==> config.mk <==
export PLATFORM = sky130hd
export DESIGN_NAME = sorted_priority_queue
export DESIGN_NICKNAME = d
export VERILOG_FILES = /design/src/rtl/core/spq_pkg.sv /design/src/rtl/core/spq_cell.sv /design/src/rtl/core/sorted_priority_queue.sv
export SDC_FILE = /design/constraint.sdc
export NUM_CORES = 1
export LEC_CHECK = 0
export ABC_AREA = 1
export ABC_CLOCK_PERIOD_IN_PS = 5800
export BUFFER_PORTS_ARGS = -buffer_cell sky130_fd_sc_hd__clkbuf_2
export CELL_PAD_IN_SITES_DETAIL_PLACEMENT = 1
export CELL_PAD_IN_SITES_GLOBAL_PLACEMENT = 2
export CORE_UTILIZATION = 38
export CTS_CLUSTER_DIAMETER = 60
export DETAILED_ROUTE_END_ITERATION = 7
export GPL_TIMING_DRIVEN = 0
export PLACE_DENSITY_LB_ADDON = 0.1
export REMOVE_ABC_BUFFERS = 1
export SKIP_CTS_REPAIR_TIMING = 1
export SYNTH_ARGS = -nofsm -noshare
export SYNTH_HDL_FRONTEND = slang
export SYNTH_SLANG_ARGS = --single-unit
export TNS_END_PERCENT = 1
==> constraint.sdc <==
create_clock -name clk -period 5.8 [get_ports clk]
set_input_delay 0.29 -clock clk [delete_from_list [all_inputs] [get_ports clk]]
set_output_delay 0.29 -clock clk [all_outputs]
set_load 0.05 [all_outputs]
==> src/rtl/core/spq_pkg.sv <==
package spq_pkg;

  localparam int STATUS_W = 2;
  localparam int COUNT_W  = 5;
  localparam int CAP_W    = 5;
  localparam logic [CAP_W-1:0] CAP_RESET = 5'd16;

  typedef enum logic {
    OP_INSERT = 1'b0,
    OP_REMOVE = 1'b1
  } opcode_t;

  typedef enum logic [STATUS_W-1:0] {
    ST_OK    = 2'd0,
    ST_FULL  = 2'd1,
    ST_EMPTY = 2'd2
  } status_t;

  typedef struct packed {
    logic ins;
    logic rem;
  } cell_ctl_t;

endpackage

==> src/rtl/core/spq_cell.sv <==
module spq_cell #(
  parameter int IDX           = 0,
  parameter int CW            = 5,
  parameter int KEY_WIDTH     = 16,
  parameter int PAYLOAD_WIDTH = 16
) (
  input  logic                     clk,
  input  spq_pkg::cell_ctl_t       ctl,
  input  logic [CW-1:0]            count,
  input  logic [KEY_WIDTH-1:0]     new_key,
  input  logic [PAYLOAD_WIDTH-1:0] new_pay,
  input  logic                     prev_ahead,
  input  logic [KEY_WIDTH-1:0]     prev_key,
  input  logic [PAYLOAD_WIDTH-1:0] prev_pay,
  input  logic [KEY_WIDTH-1:0]     next_key,
  input  logic [PAYLOAD_WIDTH-1:0] next_pay,
  output logic [KEY_WIDTH-1:0]     key,
  output logic [PAYLOAD_WIDTH-1:0] pay,
  output logic                     ahead
);

  localparam logic [CW-1:0] IDX_C = CW'(IDX);

  logic [KEY_WIDTH-1:0]     key_r;
  logic [KEY_WIDTH-1:0]     key_nxt;
  logic [PAYLOAD_WIDTH-1:0] pay_r;
  logic [PAYLOAD_WIDTH-1:0] pay_nxt;
  logic                     occupied;

  // new entry goes ahead of this cell: empty slot or strictly smaller key
  assign occupied = count > IDX_C;
  assign ahead    = !occupied || (key_r < new_key);

  always_comb begin
    key_nxt = key_r;
    pay_nxt = pay_r;
    if (ctl.ins && ahead) begin
      if (prev_ahead) begin
        key_nxt = prev_key;
        pay_nxt = prev_pay;
      end else begin
        key_nxt = new_key;
        pay_nxt = new_pay;
      end
    end else if (ctl.rem) begin
      key_nxt = next_key;
      pay_nxt = next_pay;
    end
  end

  always_ff @(posedge clk) begin
    key_r <= key_nxt;
    pay_r <= pay_nxt;
  end

  assign key = key_r;
  assign pay = pay_r;

endmodule

==> src/rtl/core/sorted_priority_queue.sv <==
// the result is registered in the cycle after the request is accepted
// a new request is taken only while the output register is empty, i.e. after the
//   previous result has been taken; the cell row updates in the accept cycle
// reset: synchronous active-low rst_n empties the queue, clears the output valid
//   flag and sets capacity to 16; cell contents and output data are not reset
module sorted_priority_queue #(
  parameter int DEPTH         = 16,
  parameter int KEY_WIDTH     = 16,
  parameter int PAYLOAD_WIDTH = 16
) (
  input  logic                         clk,
  input  logic                         rst_n,
  input  logic                         cfg_we,
  input  logic [spq_pkg::CAP_W-1:0]    cfg_wdata,
  input  logic                         in_valid,
  output logic                         in_stall,
  input  logic                         in_opcode,
  input  logic [KEY_WIDTH-1:0]         in_key,
  input  logic [PAYLOAD_WIDTH-1:0]     in_payload,
  output logic                         out_valid,
  input  logic                         out_stall,
  output logic [spq_pkg::STATUS_W-1:0] out_status,
  output logic [KEY_WIDTH-1:0]         out_key,
  output logic [PAYLOAD_WIDTH-1:0]     out_payload,
  output logic [spq_pkg::COUNT_W-1:0]  out_count
);

  localparam int CW = $clog2(DEPTH + 1);

  logic [spq_pkg::CAP_W-1:0] cap_r;
  logic [CW-1:0]             count_r;
  logic [CW-1:0]             count_nxt;
  logic                      out_valid_r;
  spq_pkg::status_t          out_status_r;
  spq_pkg::status_t          status_nxt;
  logic [KEY_WIDTH-1:0]      out_key_r;
  logic [KEY_WIDTH-1:0]      okey_nxt;
  logic [PAYLOAD_WIDTH-1:0]  out_payload_r;
  logic [PAYLOAD_WIDTH-1:0]  opay_nxt;
  logic [spq_pkg::COUNT_W-1:0] out_count_r;

  logic                      accept;
  logic                      full;
  logic [CW-1:0]             lim;
  spq_pkg::cell_ctl_t        ctl;
  spq_pkg::opcode_t          op;

  logic [KEY_WIDTH-1:0]      key_w    [DEPTH];
  logic [PAYLOAD_WIDTH-1:0]  pay_w    [DEPTH];
  logic                      ahead_w  [DEPTH];

  assign in_stall = out_valid_r;
  assign accept   = in_valid && !in_stall;
  assign op       = spq_pkg::opcode_t'(in_opcode);

  always_comb begin
    if (cap_r == '0) begin
      lim = CW'(1);
    end else if (int'(cap_r) > DEPTH) begin
      lim = CW'(DEPTH);
    end else begin
      lim = CW'(cap_r);
    end
  end

  assign full    = count_r >= lim;
  assign ctl.ins = accept && (op == spq_pkg::OP_INSERT) && !full;
  assign ctl.rem = accept && (op == spq_pkg::OP_REMOVE) && (count_r != '0);

  for (genvar i = 0; i < DEPTH; i++) begin : g_cell
    logic                     pb;
    logic [KEY_WIDTH-1:0]     pk;
    logic [PAYLOAD_WIDTH-1:0] pp;
    logic [KEY_WIDTH-1:0]     nk;
    logic [PAYLOAD_WIDTH-1:0] np;
    if (i == 0) begin : g_head
      assign pb = 1'b0;
      assign pk = in_key;
      assign pp = in_payload;
    end else begin : g_mid
      assign pb = ahead_w[i-1];
      assign pk = key_w[i-1];
      assign pp = pay_w[i-1];
    end
    if (i == DEPTH - 1) begin : g_tail
      assign nk = key_w[i];
      assign np = pay_w[i];
    end else begin : g_body
      assign nk = key_w[i+1];
      assign np = pay_w[i+1];
    end
    spq_cell #(
      .IDX           (i),
      .CW            (CW),
      .KEY_WIDTH     (KEY_WIDTH),
      .PAYLOAD_WIDTH (PAYLOAD_WIDTH)
    ) u_cell (
      .clk         (clk),
      .ctl         (ctl),
      .count       (count_r),
      .new_key     (in_key),
      .new_pay     (in_payload),
      .prev_ahead  (pb),
      .prev_key    (pk),
      .prev_pay    (pp),
      .next_key    (nk),
      .next_pay    (np),
      .key         (key_w[i]),
      .pay         (pay_w[i]),
      .ahead       (ahead_w[i])
    );
  end

  always_comb begin
    count_nxt  = count_r;
    status_nxt = spq_pkg::ST_OK;
    okey_nxt   = '0;
    opay_nxt   = '0;
    case (op)
      spq_pkg::OP_INSERT: begin
        if (full) begin
          status_nxt = spq_pkg::ST_FULL;
        end else begin
          count_nxt = count_r + CW'(1);
        end
      end
      spq_pkg::OP_REMOVE: begin
        if (count_r == '0) begin
          status_nxt = spq_pkg::ST_EMPTY;
        end else begin
          okey_nxt  = key_w[0];
          opay_nxt  = pay_w[0];
          count_nxt = count_r - CW'(1);
        end
      end
      default: begin
        status_nxt = spq_pkg::ST_OK;
      end
    endcase
  end

  always_ff @(posedge clk) begin
    if (!rst_n) begin
      cap_r       <= spq_pkg::CAP_RESET;
      count_r     <= '0;
      out_valid_r <= 1'b0;
    end else begin
      if (cfg_we) begin
        cap_r <= cfg_wdata;
      end
      if (accept) begin
        count_r     <= count_nxt;
        out_valid_r <= 1'b1;
      end else if (out_valid_r && !out_stall) begin
        out_valid_r <= 1'b0;
      end
    end
  end

  always_ff @(posedge clk) begin
    if (accept) begin
      out_status_r  <= status_nxt;
      out_key_r     <= okey_nxt;
      out_payload_r <= opay_nxt;
      out_count_r   <= spq_pkg::COUNT_W'(count_nxt);
    end
  end

  assign out_valid   = out_valid_r;
  assign out_status  = out_status_r;
  assign out_key     = out_key_r;
  assign out_payload = out_payload_r;
  assign out_count   = out_count_r;

endmodule

==> results of run 1 <==
[metal layers]
layer	part of all wire (%)	up-vias
met4	3.2	0
met2	50	853
li1	-	15300
met5	0	-
met3	5.7	239
met1	41	16400
[Yosys cell counts]
library cell     n
ha_1           250
o31ai_1          1
edfxtp_1       551
o21ai_0        103
a21o_1           2
a21boi_0         1
buf_4           17
a21oi_1        118
nand4_1          4
nor2_2           4
clkbuf_1       161
a31oi_1         10
o31ai_2          1
o21ai_2          1
dfxtp_1         11
a22oi_2          1
inv_1          161
buf_1            3
nor2_4           1
nand2_1       2596
o21bai_1         1
buf_2           84
o21a_1          16
a21oi_2          1
o21ai_1          7
nor2_1          94
nor3_1           6
nand2_2          7
inv_2           21
nand3_1        494
[state kept, by name, indices dropped and copies added, names as in the netlist]
signal,count
cap_r,5
count_r,5
g_cell.u_cell.key,256
g_cell.u_cell.pay,256
in_stall,1
out_count,5
out_key,16
out_payload,16
out_status,2
[cells in the final DEF (no fill, tap or decap), drive strengths merged, types with 4 or more instances in the layout]
cell / Yosys / routed
o21ai: 111 / 111
ha: 250 / 250
nand3: 494 / 494
o21a: 16 / 16
diode: 0 / 4
nand2: 2603 / 2603
a21oi: 119 / 119
nor2: 99 / 99
dfxtp: 11 / 11
a31oi: 10 / 10
buf: 104 / 26
clkbuf: 161 / 185
nand4: 4 / 4
inv: 182 / 186
nor3: 6 / 6
dlygate4sd3: 0 / 12
clkinv: 0 / 31
edfxtp: 551 / 551
[metrics by stage]
stage / util [%] / hold slack [ns] / area [um2] / TNS (ns)
3_5_place_dp: 39.9 / 0.511 / 37200 / -1246.47
2_1_floorplan: - / 0.390 / 34700 / 0
6_report: 42.8 / 0.0465 / 40000 / -8.25
5_1_grt: 42.8 / 0.105 / 39900 / -35.86
4_1_cts: 42.4 / -0.171 / 39600 / -652.45
3_3_place_gp: 39.3 / 0.486 / 36700 / -1972.48
[final cells by class]
class | count | area, um2 | area share (%)
clock inverters | 39 | 262 | 0.654
multi-input cells | 3719 | 17400 | 43.7
inverters | 182 | 683 | 1.71
diodes | 4 | 10.0 | 0.0251
well taps | 1254 | 1570 | 3.93
clock buffers | 102 | 2130 | 5.32
repair buffers | 121 | 1090 | 2.73
flip-flops and latches | 562 | 16800 | 42.0
[critical path: stages]
cell      delay, ns
clkbuf_2       0.48
inv_1          1.23
ha_1           0.40
nand2_1        0.07
nand2_1        0.05
nand2_1        0.05
nand2_1        0.07
nand2_1        0.06
nand2_1        0.06
nand2_1        0.06
nand2_1        0.29
nand2_1        1.10
nand2_2        0.91
nand2_2        1.05
[power groups by stage]
stage	clock, mW	combinational, mW	sequential (mW)
2_1_floorplan	0	2.23	5.62
3_3_place_gp	0	3.44	5.81
3_5_place_dp	0	3.64	5.79
4_1_cts	4.70	3.66	5.72
5_1_grt	4.85	4.15	5.75
6_report	4.64	3.70	5.72
[cells by family after synthesis]
| logic type | after synthesis | share of synthesized area (%) |
|---|---|---|
| simple gates | 3206 | 35.4 |
| flops | 562 | 46.8 |
| buf+inv | 447 | 5.15 |
| compound gates | 263 | 3.92 |
| fa+ha+maj | 250 | 8.73 |
[path summary, 6_finish.rpt]
path	from	endpoint	slack (ns)	cells after the start
max	in_key[1]	g_cell[8].u_cell.key[11]$_DFFE_PP_	-0.24	14
min	cfg_we	cap_r[0]$_SDFFE_PN0P_	0.05	3
max reg2reg	count_r[1]$_SDFFE_PN0P_	g_cell[8].u_cell.key[11]$_DFFE_PP_	0.17	7
min reg2reg	in_stall$_SDFFE_PN0P_	in_stall$_SDFFE_PN0P_	0.52	2
==> impl_table.tex, run 1 <==
\begin{tabular}{lr}
\hline
Metric & Value \\
\hline
\multicolumn{2}{l}{\textbf{Cells and area}} \\
\quad Number of nets at the end of the flow & 4,958 \\
\quad Layout-stage area growth over the synthesis result & 11.5\% \\
\quad Non-filler cells, final & 5,983 \\
\quad Proportion of layout cells with a drive suffix above 1 & 6.58\% \\
\quad Fill cell instance count of the final layout & 11,500 \\
\multicolumn{2}{l}{\textbf{Die}} \\
\quad Die area & 95,600 um2 \\
\quad Starting density of the core & 38.4\% \\
\quad Num ports & 84 \\
\quad Height of the chip & 309 um \\
\quad Die Width & 309 um \\
\quad Area inside the core boundary & between 90,000 and 100,000 um2 \\
\quad Number of placement rows & 112 \\
\multicolumn{2}{l}{\textbf{Timing}} \\
\quad Slack of the critical path & -0.236 ns \\
\quad Worst Tran Pin Value & 1.41 ns \\
\quad Shortest clock period the worst path allows after layout & 6.04 ns \\
\quad Fin crit share & 104\% \\
\quad Final Hold Violating Endpoints & 0 \\
\quad Max-slew headroom & roughly 5.8\% \\
\quad Maximum clock rate & approximately 170 MHz \\
\quad Final max-slew violation count & 0 \\
\quad Worst clock skew on the final layout & 0.0176 ns \\
\quad Unrepaired setup endpoints after global routing & true \\
\quad Setup violators final & 60 \\
\multicolumn{2}{l}{\textbf{Place}} \\
\quad Final weighted congestion of routability-driven global placement & 0.887 \\
\quad Placed instance count & 5,820 \\
\quad Final HPWL DP & 98.0 mm \\
\quad Pre-CTS WS & -2.32 ns \\
\quad Number of input and output port buffers inserted & 83 \\
\multicolumn{2}{l}{\textbf{Clocking}} \\
\quad Clock network latency to the later pin of the worst-skew pair & 0.65 ns \\
\quad Number of buffers on the longest clock path & 3 \\
\quad Root Buffer & clkbuf\_16 \\
\quad Clock tree from TritonCTS & done \\
\quad Clock-pin slew on the worst setup and hold paths & 0.06 ns \\
\quad Total clock sinks & around 560 \\
\quad Maximum level of the CTS H-tree & 3 \\
\quad Clock buffer count from CTS & just under 80 \\
\multicolumn{2}{l}{\textbf{Global routing}} \\
\quad GR met3 Demand/Resource & 4.94\% \\
\quad Met2 Usage GRT & 54.0\% \\
\quad GRT Overall Usage & between 30\% and 40\% \\
\quad Vias in the first global route & 33,100 \\
\quad Overflow left after global routing & 0 \\
\quad Met1 capacity usage during global routing & between 30\% and 40\% \\
\quad Largest net degree at the start of global routing & 53 \\
\quad Antenna violations before repair & 2 \\
\quad Gr busiest metal & met2 \\
\quad Global-route wire length before repair & about 210 mm \\
\multicolumn{2}{l}{\textbf{Route}} \\
\quad Iteration-0 DRC Markers & 2,426 \\
\quad Via count & 32,800 \\
\quad WL final & 146 mm \\
\quad Number of DRC violations after detailed routing & 0 \\
\quad Remaining antenna violation count after routing & 0 \\
\quad DR vias/cell & 5.48 \\
\quad First drt pass iteration count & 6 \\
\quad Average wire length per cell after detail routing & 24.4 um \\
\multicolumn{2}{l}{\textbf{Pwr}} \\
\quad Peak supply drop & roughly 0.00023 V \\
\quad Pwr dens & 352 nW/um2 \\
\quad Post-route total power & about 14 mW \\
\quad Combinational share of power & 26.3\% \\
\quad Power share of the clock group & 33.0\% \\
\quad Register share of total power & 40.7\% \\
\quad Sw power & 5.11 mW \\
\quad Leak Pwr & 19.3 nW \\
\quad Internal power summed over all cells & 8.95 mW \\
\quad Switching Share & about 36\% \\
\multicolumn{2}{l}{\textbf{Setup path}} \\
\quad Category of the worst setup path launch point & input pin \\
\quad Required time at the endpoint of the critical path & between 6 and 7 ns \\
\quad Crit Path Category & in -> reg \\
\quad Critical path endpoint category & register \\
\quad Critical Path AT & 6.29 ns \\
\quad Biggest fanout along the worst timing path & 34 \\
\multicolumn{2}{l}{\textbf{Logic synthesis}} \\
\quad Cells after Synth & 4,728 \\
\quad Count of unique library cells instantiated by Yosys & 30 \\
\quad Number of warnings printed during yosys synthesis & 0 \\
\quad Top cells by area, synth & edfxtp\_1 (46\%), nand2\_1 (27\%), ha\_1 (8.7\%) \\
\quad Number of register bits inferred by synthesis & 562 \\
\quad Portion of synthesized cell area occupied by the leading cell type & a little under half \\
\quad Fraction of the yosys area taken by sequential cells & 46.8\% \\
\quad Mean post-synth cell area & 7.58 um2 \\
\quad Combined area of all synthesized cells & 35,800 um2 \\
\quad Library cell with the largest summed area after synthesis & edfxtp\_1 \\
\multicolumn{2}{l}{\textbf{Run status}} \\
\quad Violated checks & negative setup slack \\
\quad Status & finished with violations \\
\multicolumn{2}{l}{\textbf{Job}} \\
\quad Max-cap violations & 0 \\
\multicolumn{2}{l}{\textbf{Worst hold path}} \\
\quad Worst hold-check path type & in -> reg \\
\hline
\end{tabular}
Power figures use the tool's default switching activity.
==> run 2, diff against run 1 <==
ABC_CLOCK_PERIOD_IN_PS = 5870   (was 5800)
CORE_UTILIZATION = 40   (was 38)
SYNTH_HIERARCHICAL = 1   (was not set)
clock period = 5.87 ns   (was 5.8 ns; I/O delays follow)
==> run 2 against run 1 <==
The run now ends clean. Cell area grew 5.6%. Sequential share of layout area shrank 2.2 points. Hold slack gained 0.056 ns. Sequential power shrank 3%. Via count shrank 12%. Synthesized area grew 7.1%. Critical path depth grew 5. Non-clock buffer count grew 31. Core utilization grew 1.6 points. Count of clock-buffer cells in the layout grew 1. Clock power grew 2%. First-iteration DRC count shrank 35%. Highest routed layer unchanged.
==> impl_table.tex, run 2 <==
\begin{tabular}{lr}
\hline
Metric & Value \\
\hline
\multicolumn{2}{l}{\textbf{Setup path}} \\
\quad Category of the worst setup path launch point & register (was input pin) \\
\quad CP peak stage delay & 0.93 ns (was 1.23 ns) \\
\quad Critical path buffer and inverter count & 12 (was 2) \\
\quad Worst path cell trace & inv\_1 > ha\_1 > inv\_1 > nand2\_1 > nand2\_1 > nand3\_1 > nor3\_4 > buf\_6 > buf\_6 > buf\_6 > buf\_8 > buf\_6 > buf\_6 > buf\_6 > buf\_8 > buf\_6 > nand2\_4 > nand2\_2 > buf\_12 (was clkbuf\_2 > inv\_1 > ha\_1 > nand2\_1 > nand2\_1 > nand2\_1 > nand2\_1 > nand2\_1 > nand2\_1 > nand2\_1 > nand2\_1 > nand2\_1 > nand2\_2 > nand2\_2) \\
\quad Slowest stage cell, crit path & dfxtp\_1 (was inv\_1) \\
\quad Critical path endpoint category & register (unchanged) \\
\quad Critical Path AT & 5.86 ns (was 6.29 ns) \\
\quad Required time at the endpoint of the critical path & 6.21 ns (was 6.05 ns) \\
\quad Top cell family by delay on the critical path & buffers and inverters (was simple AND/OR/NAND/NOR gates) \\
\quad Biggest fanout along the worst timing path & 33 (was 34) \\
\quad Most frequent cell on the critical path & buf\_6 (was nand2\_1) \\
\quad Crit Path Category & reg -> reg (was in -> reg) \\
\multicolumn{2}{l}{\textbf{Logic synthesis}} \\
\quad Synth async-reset ratio & 0\% (unchanged) \\
\quad Most used standard cell by instance count after synthesis & nand2\_1 (unchanged) \\
\quad Number of register bits inferred by synthesis & 562 (unchanged) \\
\quad Mean post-synth cell area & 8.66 um2 (was 7.58 um2) \\
\quad Count of unique library cells instantiated by Yosys & 41 (was 30) \\
\quad Top flip-flop cell by instance count after synthesis & edfxtp\_1 (unchanged) \\
\quad Top cells by area, synth & edfxtp\_1 (43\%), nand2\_1 (14\%), ha\_1 (8.0\%) (was edfxtp\_1 (46\%), nand2\_1 (27\%), ha\_1 (8.7\%)) \\
\quad Library cell with the largest summed area after synthesis & edfxtp\_1 (unchanged) \\
\quad Count of flip-flops with a built-in enable after synthesis & 551 (unchanged) \\
\quad Synth top cells by count & nand2\_1 (1,447), edfxtp\_1 (551), nand3\_1 (527), inv\_1 (409), o21ai\_0 (283) (was nand2\_1 (2,596), edfxtp\_1 (551), nand3\_1 (494), ha\_1 (250)) \\
\quad Number of warnings printed during yosys synthesis & 6 (was 0) \\
\quad Portion of synthesized cell area occupied by the leading cell type & 43.1\% (was 46.2\%) \\
\quad Fraction of the yosys area taken by sequential cells & 43.7\% (was 46.8\%) \\
\quad Cells after Synth & 4,435 (was 4,728) \\
\quad Combined area of all synthesized cells & 38,400 um2 (was 35,800 um2) \\
\multicolumn{2}{l}{\textbf{Timing}} \\
\quad Unrepaired setup endpoints after global routing & false (was true) \\
\quad Maximum clock rate & between 150 and 200 MHz \\
\quad Total Neg Setup Slack & 0 ns (was -8.25 ns) \\
\quad Hold WS & 0.103 ns (was 0.0465 ns) \\
\quad Max-slew headroom & 22.6\% (was 5.82\%) \\
\quad Final Hold Violating Endpoints & 0 (unchanged) \\
\quad Fin crit share & 94.0\% \\
\quad Worst Tran Pin Value & 1.16 ns (was 1.41 ns) \\
\quad Worst clock skew on the final layout & 0.0223 ns (was 0.0176 ns) \\
\quad Setup violators final & 0 (was 60) \\
\quad Shortest clock period the worst path allows after layout & 5.52 ns \\
\quad Final max-slew violation count & 0 (unchanged) \\
\multicolumn{2}{l}{\textbf{Pwr}} \\
\quad Leak Pwr & 19.8 nW (was 19.3 nW) \\
\quad Pwr dens & 324 nW/um2 (was 352 nW/um2) \\
\quad Peak supply drop & 0.000186 V (was 0.000233 V) \\
\multicolumn{2}{l}{\textbf{Route}} \\
\quad DR vias/cell & 5.00 (was 5.48) \\
\quad Iteration-0 DRC Markers & 1,577 (was 2,426) \\
\quad Remaining antenna violation count after routing & 0 (unchanged) \\
\quad Via count & 28,800 (was 32,800) \\
\quad Number of DRC violations after detailed routing & 0 (unchanged) \\
\quad First drt pass iteration count & 5 (was 6) \\
\quad Average wire length per cell after detail routing & 17.3 um (was 24.4 um) \\
\quad WL final & 99.6 mm (was 146 mm) \\
\multicolumn{2}{l}{\textbf{Clocking}} \\
\quad Maximum level of the CTS H-tree & 3 (unchanged) \\
\quad Clock buffer count from CTS & 82 (was 79) \\
\quad Root Buffer & clkbuf\_16 (unchanged) \\
\quad Number of buffers on the longest clock path & 3 (unchanged) \\
\quad Clock tree from TritonCTS & done (unchanged) \\
\quad Clock network latency to the later pin of the worst-skew pair & 0.65 ns (about the same) \\
\quad Total clock sinks & 562 (unchanged) \\
\quad Clock-pin slew on the worst setup and hold paths & 0.06 ns (about the same) \\
\multicolumn{2}{l}{\textbf{Place}} \\
\quad Final HPWL DP & 71.5 mm (was 98.0 mm) \\
\quad Number of input and output port buffers inserted & 83 (unchanged) \\
\quad Final weighted congestion of routability-driven global placement & 0.756 (was 0.887) \\
\quad Placed instance count & 5,596 (was 5,820) \\
\multicolumn{2}{l}{\textbf{Cells and area}} \\
\quad Leading cell type in the layout, fill and taps excluded & nand2\_1 (unchanged) \\
\quad Proportion of layout cells with a drive suffix above 1 & 16.6\% (was 6.58\%) \\
\quad Number of nets at the end of the flow & 4,718 (was 4,958) \\
\quad Non-filler cells, final & 5,755 (was 5,983) \\
\quad Combined area of the multi-input logic cells & 18,500 um2 (was 17,400 um2) \\
\quad Layout-stage area growth over the synthesis result & 9.89\% (was 11.5\%) \\
\quad Fill cell instance count of the final layout & 11,200 (was 11,500) \\
\quad Highest-count cells in the layout ignoring fill and taps & nand2\_1 (1,433), edfxtp\_1 (551), nand3\_1 (527), inv\_1 (409), o21ai\_0 (283) (was nand2\_1 (2,548), edfxtp\_1 (551), nand3\_1 (493), ha\_1 (250), inv\_1 (152)) \\
\quad Area occupied by registers & 16,800 um2 (unchanged) \\
\multicolumn{2}{l}{\textbf{Global routing}} \\
\quad Antenna violations before repair & 1 (was 2) \\
\quad Largest net degree at the start of global routing & 81 (was 53) \\
\quad Overflow left after global routing & 0 (unchanged) \\
\quad Global-route wire length before repair & 165 mm (was 212 mm) \\
\quad GRT Overall Usage & 20.6\% (was 30.3\%) \\
\quad Vias in the first global route & 30,600 (was 33,100) \\
\multicolumn{2}{l}{\textbf{Die}} \\
\quad Starting density of the core & 40.4\% (was 38.4\%) \\
\quad Die Width & 312 um (was 309 um) \\
\quad Height of the chip & 312 um (was 309 um) \\
\quad Area inside the core boundary & 95,000 um2 (was 93,300 um2) \\
\quad Num ports & 84 (unchanged) \\
\quad Number of placement rows & 113 (was 112) \\
\quad Die area & 97,200 um2 (was 95,600 um2) \\
\multicolumn{2}{l}{\textbf{Worst hold path}} \\
\quad Worst hold-check path type & in -> reg (unchanged) \\
\multicolumn{2}{l}{\textbf{Job}} \\
\quad Max-cap violations & 0 (unchanged) \\
\multicolumn{2}{l}{\textbf{Run status}} \\
\quad Status & finished, final reports clean (was finished with violations) \\
\hline
\end{tabular}
-- run 2: kinds of logic (layout without fill, tap and decap cells) --
family,count (synthesis),count (layout),synth area share [%]
buffers and inverters,655,708,8.41
AND/OR/NAND/NOR,2280,2280,26.3
adder cells (fa/ha/maj),247,247,8.05
XOR/XNOR,2,2,0.0456
AO/OA/AOI/OAI,416,416,5.52
flip-flops,562,562,43.7
other,1,3,0.00977
multiplexers,272,272,7.98
-- run 2: tightest hold or removal path, delay by kind of cell --
family,cells,cell delay [ns]
buffers and inverters,1,0.18
and+or+nand+nor,2,0.16
-- run 2: layout make-up --
type | count | area share (%)
Sequential cell | 562 | 39.7
Tap cell | 1265 | 3.75
Clock buffer | 103 | 5.05
Multi-Input combinational cell | 3219 | 43.8
Inverter | 411 | 3.66
Clock inverter | 42 | 1.00
Timing Repair Buffer | 152 | 3.04
Antenna cell | 1 | 0.00593
-- run 2: final timing paths --
| check | from | slack [ns] | cells after the start | endpoint |
|---|---|---|---|---|
| worst max register to register | count_r[0]$_SDFFE_PN0P_ | 0.35 | 19 | g_cell[13].u_cell/key[3]$_DFFE_PP_ |
| worst min-delay path | in_opcode | 0.10 | 3 | out_count[1]$_DFFE_PP_ |
| worst min register to register | in_stall$_SDFFE_PN0P_ | 0.54 | 2 | in_stall$_SDFFE_PN0P_ |
| worst max-delay path | count_r[0]$_SDFFE_PN0P_ | 0.35 | 19 | g_cell[13].u_cell/key[3]$_DFFE_PP_ |
-- run 2: routing by layer --
metal / global-route usage [%] / vias to the layer above / part of all wire, %
li1: - / 14900 / -
met1: 29.3 / 13500 / 50
met2: 33.3 / 342 / 45
met3: 2.44 / 102 / 3.0
met4: 4.71 / 0 / 1.5
met5: 0 / - / 0
-- run 2: where the power goes --
part | switching [mW] | leakage [nW] | internal (mW)
clock | 1.95 | 1.22 | 2.80
combinational | 2.13 | 13.2 | 1.21
sequential | 0.369 | 5.29 | 5.21
total | 4.45 | 19.8 | 9.21
-- run 2: per-stage QoR --
stage | setup slack (ns) | utilization [%] | cell area [um2] | total power [mW]
after global routing | 0.0758 | 44.4 | 42200 | 14.5
after floorplan | -32.54 | - | 36700 | 8.20
after CTS | -0.0986 | 44.2 | 42000 | 13.9
after global placement | -64.23 | 40.7 | 38700 | 9.07
final | 0.355 | 44.4 | 42200 | 13.7
after detailed placement | -0.0652 | 41.6 | 39500 | 9.01
==> run 3, diff against run 2 <==
ABC_CLOCK_PERIOD_IN_PS = 6800   (was 5870)
CORE_UTILIZATION = 43   (was 40)
clock period = 6.8 ns   (was 5.87 ns; I/O delays follow)
==> run 3 against run 2 <==
The flow now finishes with violations (negative hold slack). Critical path depth is 6 lower. Clock power decreased by 13%. Flip-flop and latch count did not move. Final cell count shrank 1.9%. Cell area down 0.76%. Power fell by 14%. Register-to-register slack better by 1.4 ns. Sequential power fell by 13%. Clock skew is 0.0067 ns higher. Global-route usage grew 1.2 points. Critical endpoint is now g_cell[0].u_cell/key[0]$_DFFE_PP_.
==> impl_table.tex, run 3 (synthesized netlist as in run 2, its figures left out) <==
\begin{tabular}{lr}
\hline
Metric & Value \\
\hline
\multicolumn{2}{l}{\textbf{Cells and area}} \\
\quad Number of nets at the end of the flow & 4,703 (was 4,718) \\
\quad Highest-count cells in the layout ignoring fill and taps & nand2\_1 (1,431), edfxtp\_1 (551), nand3\_1 (527), inv\_1 (409), o21ai\_0 (283) (was nand2\_1 (1,433), edfxtp\_1 (551), nand3\_1 (527), inv\_1 (409), o21ai\_0 (283)) \\
\quad Layout-stage area growth over the synthesis result & 9.05\% (was 9.89\%) \\
\quad Leading cell type in the layout, fill and taps excluded & nand2\_1 (unchanged) \\
\quad Proportion of layout cells with a drive suffix above 1 & 16.8\% (was 16.6\%) \\
\multicolumn{2}{l}{\textbf{Place}} \\
\quad Pre-CTS WS & 1.75 ns (was -0.0652 ns) \\
\quad Number of input and output port buffers inserted & 83 (unchanged) \\
\quad Final HPWL DP & 70.4 mm (was 71.5 mm) \\
\quad Final weighted congestion of routability-driven global placement & 0.760 (was 0.756) \\
\multicolumn{2}{l}{\textbf{Timing}} \\
\quad Unrepaired setup endpoints after global routing & false (unchanged) \\
\quad Shortest clock period the worst path allows after layout & 5.00 ns (was 5.52 ns) \\
\quad Setup violators final & 0 (unchanged) \\
\quad Worst Tran Pin Value & 1.23 ns (was 1.16 ns) \\
\quad Fin crit share & 73.6\% (was 94.0\%) \\
\quad Slack of the critical path & 1.80 ns (was 0.355 ns) \\
\quad Max-slew headroom & 18.0\% (was 22.6\%) \\
\quad Final max-slew violation count & 0 (unchanged) \\
\quad Maximum clock rate & 200 MHz (was 181 MHz) \\
\quad Total Neg Setup Slack & 0 ns (unchanged) \\
\quad Hold WS & -0.00137 ns (was 0.103 ns) \\
\quad Final Hold Violating Endpoints & 1 (was 0) \\
\quad Worst clock skew on the final layout & 0.0291 ns (was 0.0223 ns) \\
\multicolumn{2}{l}{\textbf{Die}} \\
\quad Die Width & 301 um (was 312 um) \\
\quad Starting density of the core & 43.5\% (was 40.4\%) \\
\quad Area inside the core boundary & 88,400 um2 (was 95,000 um2) \\
\quad Number of placement rows & 109 (was 113) \\
\quad Die area & 90,500 um2 (was 97,200 um2) \\
\quad Height of the chip & 301 um (was 312 um) \\
\quad Num ports & 84 (unchanged) \\
\multicolumn{2}{l}{\textbf{Setup path}} \\
\quad Worst path cell trace & ha\_1 > nand2\_1 > inv\_1 > nand2\_1 > nand3\_1 > nor3\_2 > buf\_6 > buf\_4 > buf\_6 > buf\_6 > buf\_6 > nand2\_4 > nand2\_2 (was inv\_1 > ha\_1 > inv\_1 > nand2\_1 > nand2\_1 > nand3\_1 > nor3\_4 > buf\_6 > buf\_6 > buf\_6 > buf\_8 > buf\_6 > buf\_6 > buf\_6 > buf\_8 > buf\_6 > nand2\_4 > nand2\_2 > buf\_12) \\
\quad Biggest fanout along the worst timing path & 33 (unchanged) \\
\quad CP peak stage delay & 1.13 ns (was 0.93 ns) \\
\quad Critical path endpoint category & register (unchanged) \\
\quad Category of the worst setup path launch point & register (unchanged) \\
\quad Reg2Reg Capture Point & g\_cell[0].u\_cell/key[0]\$\_DFFE\_PP\_ (was g\_cell[13].u\_cell/key[3]\$\_DFFE\_PP\_) \\
\quad R2r worst-path depth & 13 (was 19) \\
\quad Most frequent cell on the critical path & buf\_6 (unchanged) \\
\quad Required time at the endpoint of the critical path & 7.05 ns (was 6.21 ns) \\
\quad Critical Path AT & 5.25 ns (was 5.86 ns) \\
\quad Flop-to-flop setup slack & 1.80 ns (was 0.35 ns) \\
\quad Slowest stage cell, crit path & dfxtp\_1 (unchanged) \\
\quad Launch point of the worst reg-to-reg path & count\_r[4]\$\_SDFFE\_PN0P\_ (was count\_r[0]\$\_SDFFE\_PN0P\_) \\
\quad Crit Path Category & reg -> reg (unchanged) \\
\multicolumn{2}{l}{\textbf{Worst hold path}} \\
\quad Hold path endpoint & cap\_r[4]\$\_SDFFE\_PN1P\_ (was out\_count[1]\$\_DFFE\_PP\_) \\
\quad Origin of the worst min-delay path & cfg\_we (was in\_opcode) \\
\quad Hold Path Stages & 2 (was 3) \\
\quad Worst hold-check path type & in -> reg (unchanged) \\
\multicolumn{2}{l}{\textbf{Pwr}} \\
\quad Post-route total power & 11.8 mW (was 13.7 mW) \\
\quad Pwr dens & 281 nW/um2 (was 324 nW/um2) \\
\quad Peak supply drop & 0.000171 V (was 0.000186 V) \\
\quad Leak Pwr & 19.7 nW (was 19.8 nW) \\
\multicolumn{2}{l}{\textbf{Clocking}} \\
\quad Maximum level of the CTS H-tree & 3 (unchanged) \\
\quad Clock-pin slew on the worst setup and hold paths & 0.06 ns (about the same) \\
\quad Root Buffer & clkbuf\_16 (unchanged) \\
\quad Number of buffers on the longest clock path & 3 (unchanged) \\
\quad Total clock sinks & 562 (unchanged) \\
\quad Clock buffer count from CTS & 79 (was 82) \\
\quad Clock tree from TritonCTS & done (unchanged) \\
\quad Clock network latency to the later pin of the worst-skew pair & 0.64 ns (was 0.65 ns) \\
\multicolumn{2}{l}{\textbf{Global routing}} \\
\quad Overflow left after global routing & 0 (unchanged) \\
\quad GRT Overall Usage & 21.8\% (was 20.6\%) \\
\quad Largest net degree at the start of global routing & 81 (unchanged) \\
\quad Vias in the first global route & 30,300 (was 30,600) \\
\quad Global-route wire length before repair & 163 mm (was 165 mm) \\
\quad Antenna violations before repair & 2 (was 1) \\
\multicolumn{2}{l}{\textbf{Run status}} \\
\quad Status & finished with violations (was finished, final reports clean) \\
\quad Violated checks & negative hold slack \\
\multicolumn{2}{l}{\textbf{Job}} \\
\quad Max-cap violations & 0 (unchanged) \\
\multicolumn{2}{l}{\textbf{Route}} \\
\quad Via count & 28,900 (was 28,800) \\
\quad DR vias/cell & 5.12 (was 5.00) \\
\quad Remaining antenna violation count after routing & 0 (unchanged) \\
\quad First drt pass iteration count & 5 (unchanged) \\
\quad Iteration-0 DRC Markers & 1,622 (was 1,577) \\
\quad WL final & 97.7 mm (was 99.6 mm) \\
\quad Average wire length per cell after detail routing & 17.3 um (about the same) \\
\quad Number of DRC violations after detailed routing & 0 (unchanged) \\
\hline
\end{tabular}
==> run 3: changes by cell type in the layout (fill, tap and decap cells not counted), sizes merged <==
cell / previous run / this run
dlygate4sd3: 13 / 6
clkbuf: 186 / 180
clkinvlp: 5 / 4
inv: 414 / 418
diode: 1 / 2
buf: 56 / 51
bufinv: 5 / 8
==> run 3: per-layer routing <==
metal	wire (um)	part of all wire (%)	GRT usage, %
met2	44200	45	35.5
met3	2680	2.7	2.58
met1	49000	50	30.9
met4	1730	1.8	5.09
met5	0	0	0
==> run 3: critical path, delay by kind of cell, from the launching register on <==
kind | cells | cell delay [ns]
buf+inv | 6 | 1.01
flops | 1 | 1.13
fa+ha+maj | 1 | 0.43
simple gates | 6 | 1.99
==> run 3: per-stage QoR <==
| stage | hold slack [ns] | cell area (um2) | util [%] | cells |
|---|---|---|---|---|
| floorplan | 0.440 | 36700 | - | 4192 |
| global placement | 0.485 | 38600 | 43.7 | 5440 |
| detailed placement | 0.519 | 39200 | 44.4 | 5491 |
| CTS | -0.121 | 41800 | 47.3 | 5636 |
| global route | -0.000556 | 41900 | 47.4 | 5644 |
| finish | -0.00137 | 41900 | 47.4 | 5644 |
==> run 3: worst max path at each step <==
stage | from | slack [ns] | endpoint
4_1_cts | count_r[0]$_SDFFE_PN0P_ | 1.70 | g_cell[15].u_cell/key[4]$_DFFE_PP_
3_3_place_gp | in_valid | -62.97 | g_cell[13].u_cell/key[0]$_DFFE_PP_
6_report | count_r[4]$_SDFFE_PN0P_ | 1.80 | g_cell[0].u_cell/key[0]$_DFFE_PP_
2_1_floorplan | in_stall$_SDFFE_PN0P_ | -31.61 | g_cell[0].u_cell/key[0]$_DFFE_PP_
5_1_grt | count_r[0]$_SDFFE_PN0P_ | 1.47 | g_cell[15].u_cell/key[4]$_DFFE_PP_
3_5_place_dp | count_r[0]$_SDFFE_PN0P_ | 1.75 | g_cell[15].u_cell/key[1]$_DFFE_PP_
==> run 3: final cells by class <==
cell class | instances | area [um2]
flip-flops and latches | 562 | 16800
multi-input cells | 3219 | 18500
clock inverters | 48 | 499
inverters | 411 | 1540
well taps | 1165 | 1460
clock buffers | 97 | 2070
diodes | 2 | 5.00
repair buffers | 140 | 1080
fillers | 10400 | 46500
==> run 3: where the power goes <==
group / internal (mW) / switching [mW]
Sequential: 4.50 / 0.320
Clock: 2.48 / 1.65
Combinational: 1.01 / 1.83
